### config.mk
export PLATFORM = sky130hd
export DESIGN_NAME = mfbde_div
export DESIGN_NICKNAME = d
export VERILOG_FILES = /design/src/rtl/core/mfbde_pkg.sv /design/src/rtl/core/mfbde_div.sv
export SDC_FILE = /design/constraint.sdc
export NUM_CORES = 1
export LEC_CHECK = 0
export ABC_AREA = 1
export BUFFER_PORTS_ARGS = -buffer_cell sky130_fd_sc_hd__buf_2
export CAP_MARGIN = 20
export CORE_MARGIN = 4
export CORE_UTILIZATION = 25
export CTS_BUF_LIST = sky130_fd_sc_hd__clkbuf_4 sky130_fd_sc_hd__clkbuf_8
export DETAILED_ROUTE_END_ITERATION = 8
export SYNTH_ARGS = -nofsm -noshare
export SYNTH_HDL_FRONTEND = slang
export SYNTH_SLANG_ARGS = --single-unit
### constraint.sdc
create_clock -name clock -period 1.52 [get_ports clock]
set_input_delay 0.152 -clock clock [delete_from_list [all_inputs] [get_ports clock]]
set_output_delay 0.152 -clock clock [all_outputs]
set_load 0.03 [all_outputs]
### src/rtl/core/mfbde_pkg.sv
// Shared types, constants and codes for the monochrome framebuffer draw engine.
`timescale 1ns / 1ps

package mfbde_pkg;

   // Default panel geometry
   localparam int PANEL_WIDTH_DEF  = 128;
   localparam int PANEL_HEIGHT_DEF = 64;

   // Field widths
   localparam int OP_W    = 3;
   localparam int COORD_W = 8;

   // Slope arithmetic: dy*10 fits in 12 bits, remainders of tenths in 4
   localparam int SLOPE_SCALE = 10;
   localparam int DIV_W       = 12;
   localparam int DIV_CNT_W   = $clog2(DIV_W);
   localparam int TENTH_W     = 4;

   // One tenth in 16 fractional bits; exact floor for dividends below 16384
   localparam int TENTH_RECIP = 6554;
   localparam int TENTH_SHIFT = 16;

   // Operation codes
   typedef enum logic [OP_W-1:0] {
      OP_SET_POINT   = 3'd0,
      OP_CLEAR_POINT = 3'd1,
      OP_LINE        = 3'd2,
      OP_CIRCLE      = 3'd3,
      OP_CLEAR_ALL   = 3'd4,
      OP_READ_BYTE   = 3'd5
   } op_type;

   // Engine sequencer states
   typedef enum logic [3:0] {
      S_INIT,
      S_IDLE,
      S_CLEAR,
      S_DIV_K,
      S_DIV_T,
      S_CIR_TEST,
      S_CIR_STEP,
      S_PIX,
      S_WRITE,
      S_RDWAIT,
      S_DONE
   } state_type;

   // What the pixel walker is drawing
   typedef enum logic [2:0] {
      KIND_SET,
      KIND_CLR,
      KIND_VERT,
      KIND_HORZ,
      KIND_DIAG,
      KIND_CIRC
   } kind_type;

   // Divider request and response
   typedef struct packed {
      logic             start;
      logic [DIV_W-1:0] num;
      logic [DIV_W-1:0] den;
   } div_req_type;

   typedef struct packed {
      logic             done;
      logic [DIV_W-1:0] quot;
      logic [DIV_W-1:0] rem;
   } div_rsp_type;

endpackage

### src/rtl/core/mfbde_div.sv
// Restoring divider, one quotient bit per cycle, used for the line slope.
`timescale 1ns / 1ps

module mfbde_div (
   input  logic                    clock,
   input  logic                    reset,
   input  mfbde_pkg::div_req_type  div_req,
   output mfbde_pkg::div_rsp_type  div_rsp
);
   import mfbde_pkg::*;

   logic                 busy_ff, busy_in;
   logic                 done_ff, done_in;
   logic [DIV_CNT_W-1:0] cnt_ff, cnt_in;
   logic [DIV_W-1:0]     quo_ff, quo_in;
   logic [DIV_W-1:0]     rem_ff, rem_in;
   logic [DIV_W-1:0]     den_ff, den_in;
   logic [DIV_W:0]       shifted;
   logic [DIV_W:0]       diff;
   logic                 fits;

   // Trial subtract of the shifted partial remainder
   assign shifted = {rem_ff, quo_ff[DIV_W-1]};
   assign diff    = shifted - {1'b0, den_ff};
   assign fits    = shifted >= {1'b0, den_ff};

   // Load on start, then shift in one quotient bit per cycle
   always_comb begin
      busy_in = busy_ff;
      done_in = 1'b0;
      cnt_in  = cnt_ff;
      quo_in  = quo_ff;
      rem_in  = rem_ff;
      den_in  = den_ff;
      if (div_req.start) begin
         busy_in = 1'b1;
         cnt_in  = '0;
         quo_in  = div_req.num;
         rem_in  = '0;
         den_in  = div_req.den;
      end else if (busy_ff) begin
         rem_in = fits ? diff[DIV_W-1:0] : shifted[DIV_W-1:0];
         quo_in = {quo_ff[DIV_W-2:0], fits};
         cnt_in = cnt_ff + 1'b1;
         if (cnt_ff == DIV_CNT_W'(DIV_W - 1)) begin
            busy_in = 1'b0;
            done_in = 1'b1;
         end
      end
   end

   always_ff @(posedge clock) begin
      if (reset) begin
         busy_ff <= 1'b0;
         done_ff <= 1'b0;
         cnt_ff  <= '0;
      end else begin
         busy_ff <= busy_in;
         done_ff <= done_in;
         cnt_ff  <= cnt_in;
      end
      quo_ff <= quo_in;
      rem_ff <= rem_in;
      den_ff <= den_in;
   end

   assign div_rsp.done = done_ff;
   assign div_rsp.quot = quo_ff;
   assign div_rsp.rem  = rem_ff;

   // Start only when no division is running
   a_start_idle: assert property (@(posedge clock) disable iff (reset)
      div_req.start |-> !busy_ff)
      else $error("divider started while busy");

   // Done follows a running division
   a_done_after_busy: assert property (@(posedge clock) disable iff (reset)
      done_ff |-> $past(busy_ff))
      else $error("divider done without a division");

   // Final remainder is below the divisor
   a_rem_range: assert property (@(posedge clock) disable iff (reset)
      done_ff |-> rem_ff < den_ff)
      else $error("divider remainder out of range");

endmodule

==> results by group <==
Route
  • DR pass1 iterations: 4
  • DRC violations left: 0
  • Detailed router's first-iteration violation count: 102
  • DRT antenna net count: 0
  • Drt wl/cell: roughly 13 microns
  • Routed vias: approximately 2500
  • Via-to-Cell Ratio: 4.43
  • Final WL: slightly above 7000 microns

Floorplanning
  • Core area: roughly 9800 sq um
  • Die X-Extent: between 100 and 150 microns
  • Die height: between 100 and 150 microns
  • Cell row count: 36
  • Ports: 52
  • Initial cell density of the core: about 26%
  • Die area: 11800 sq um

Min path
  • Worst hold path class: input pin to flop
  • Worst Hold Launch: div_req[1]

Power
  • Pleak: ~1.9 nW
  • Worst vdd ir: roughly 0.00053 V
  • Pwr dens: just under 800 nW/um^2

Timing
  • Worst-margin pin slew: about 450 ps
  • Clock skew: between 10 and 15 ps
  • Setup WS post-layout: -221 ps
  • Fmax: around 570 MHz
  • Fin crit period: about 1700 ps
  • RSZ-0062 raised after global routing: true
  • Hold_ws: 20.5 ps
  • Final hold vios: 0
  • Rel. slew slack: between 70% and 80%
  • Period utilization: 115%
  • Setup violations, final: 13
  • Final count of pins violating max slew: 0

Yosys
  • Post-synth cell types: 34
  • Mux contribution to synthesized area: 0%
  • Register area share after synthesis: around 43%
  • Syn avg cell area: 7.69 sq um
  • Area share of fa/ha/maj cells after synthesis: under 10%
  • Synth Instances: roughly 330
  • Synth warn: 0
  • Synth Area in Compound Gates: 2.88%
  • Post-synthesis xor/xnor area fraction: approximately 1.7%
  • Mapped Nets: 369
  • Simple-Gate Fraction of Synth Area: a little over a third
  • Mapped Area: around 2500 sq um
  • Seq cells post-synth: 42
  • Largest family of logic cells by synthesized area: simple AND/OR/NAND/NOR gates

Critical path
  • Crit start category: flop
  • Kind of critical path: flop to flop
  • Reg2reg start: den_ff[8]
  • WP data required: ~1800 ps
  • CP Launch Point: den_ff[8]
  • Crit path max fanout: 7
  • Worst Path Arrival: a little under 2000 ps
  • CP Capture Type: flop

Placement
  • Cells after DPL: roughly 550
  • # port buffers: 51
  • DPL Wire Length: roughly 5200 microns
  • Gp weighted congestion: approximately 0.86

Global route
  • Overflow left after global routing: 0
  • Largest net degree at the start of global routing: 15
  • GR Util All Layers: 12.3%
  • Initial antenna violation count: 0
  • First-pass GRT wire length: 11500 microns
  • Number of global-route vias before repair: between 2000 and 2500

Flow run
  • Max-cap violations: 0

Clock network
  • Clock-pin transition on the worst setup and hold timing paths: 90 ps
  • Later-pin clock latency in the skew report: approximately 300 ps
  • Clk root buf: clkbuf_8
  • Hold-fix buffers at CTS: 0
  • CTS tree: built
  • Htree depth: 2
  • Clock buffer depth: 2
  • Clock sink count: 42
  • CTS buffer count: 5

Status
  • Failing checks: negative setup slack
  • Status: complete, but fails checks

Final layout
  • N_diodes: 0
  • Share of cells above drive strength 1: between 40% and 50%
  • Final instance count without filler cells: roughly 560
  • Fin nets: roughly 470
  • Area grow syn2layout: 50.4%
## metal layers
metal	track usage, %	vias up	part of all wire, %
met3	2.93	11	5.6
met4	4.06	0	1.8
met2	20.4	75	48
met5	0	-	0
li1	-	1257	-
met1	15.8	1158	45
## cell families after synthesis
logic type	after synthesis
xor gates and xnor gates	5
DFF	42
AOI/OAI and AO/OA	11
and+or+nand+nor	194
buffers and inverters	62
adders and majority gates	14
## state kept, by name (all words and copies together) (netlist names)
register	cells
quo_ff	12
cnt_ff	4
den_ff	12
busy_ff	1
rem_ff	12
done_ff	1
## where the power goes
group / switching, mW / internal (mW)
Combinational: 0.351 / 0.265
Sequential: 0.0363 / 1.26
Clock: 0.416 / 0.659
## per-stage QoR
step / setup TNS [ps] / utilization, % / area, sq um / setup WS [ps] / total power [mW]
floorplan: -1630 / - / 2700 / -262 / 1.66
global placement: -2020 / 34.7 / 3410 / -193 / 1.87
detailed placement: -2390 / 34.7 / 3410 / -223 / 1.88
CTS: -2000 / 38.0 / 3730 / -181 / 2.99
global route: -3500 / 38.6 / 3790 / -299 / 3.12
finish: -2440 / 38.6 / 3790 / -221 / 2.99
## area by class of cell
type	instances	area, sq um
Multi-Input combinational cell	225	1510
Sequential cell	42	1110
Clock inverter	3	68.8
Fill cell	1027	6030
Tap cell	133	166
Clock buffer	5	68.8
Inverter	53	199
Timing Repair Buffer	103	664
## layout by cell type (no fill, tap or decap), types with 3 or more instances in the layout
master	n
nand2_1	99
buf_2	51
buf_4	47
inv_1	40
edfxtp_1	24
nand2_2	21
nand3_1	18
nand4_1	15
inv_2	13
nor2_1	13
ha_4	12
nand3_2	8
dfxtp_4	8
dfxtp_1	7
clkbuf_8	5
buf_6	5
nand2_4	4
nand3_4	4
a21oi_1	4
nor2_4	3
xnor2_1	3
dfxtp_2	3
## timing repair
action                                  in CTS  in global routing
endpoints found under the setup margin      13                 13
setup buffers                                6                  0
pin swaps                                   22                  9
endpoints found under the hold margin        0                  0
gates cloned                                 2                  0
resized for setup                           32                 18
## worst max-delay path, stage by stage, from the launching register on
cell	delay [ps]
edfxtp_1	390
inv_2	80
ha_4	220
nand2_4	90
inv_2	40
nand2_2	60
nand2_2	60
a21oi_4	230
buf_6	140
nand3_4	140
nand3_2	120
nand3_2	60
nand2_1	60
## cell usage after synthesis (all sizes together)
library cell	n	area share (%)
o21ai	2	0.40
a21oi	6	1.6
nand3b	1	0.30
a21boi	1	0.30
nor2	18	3.2
dfxtp	18	14
inv	53	7.9
buf	6	1.6
nor4	1	0.25
fa	1	0.79
or2	1	0.25
nand2	124	19
a31oi	1	0.25
nor3	3	0.99
xor2	1	0.35
edfxtp	24	29
xnor2	4	1.4
nand3	29	7.2
nor3b	2	0.60
a211oi	1	0.30
clkbuf	3	0.45
nand4	15	3.7
ha	13	6.5
## path summary, 6_finish.rpt
path,endpoint,slack (ps),depth (start not counted)
max reg2reg,rem_ff[10],-220,12
min reg2reg,done_ff,500,2
min,den_ff[1],20,1
max,rem_ff[10],-220,12
Power figures use the tool's default switching activity.
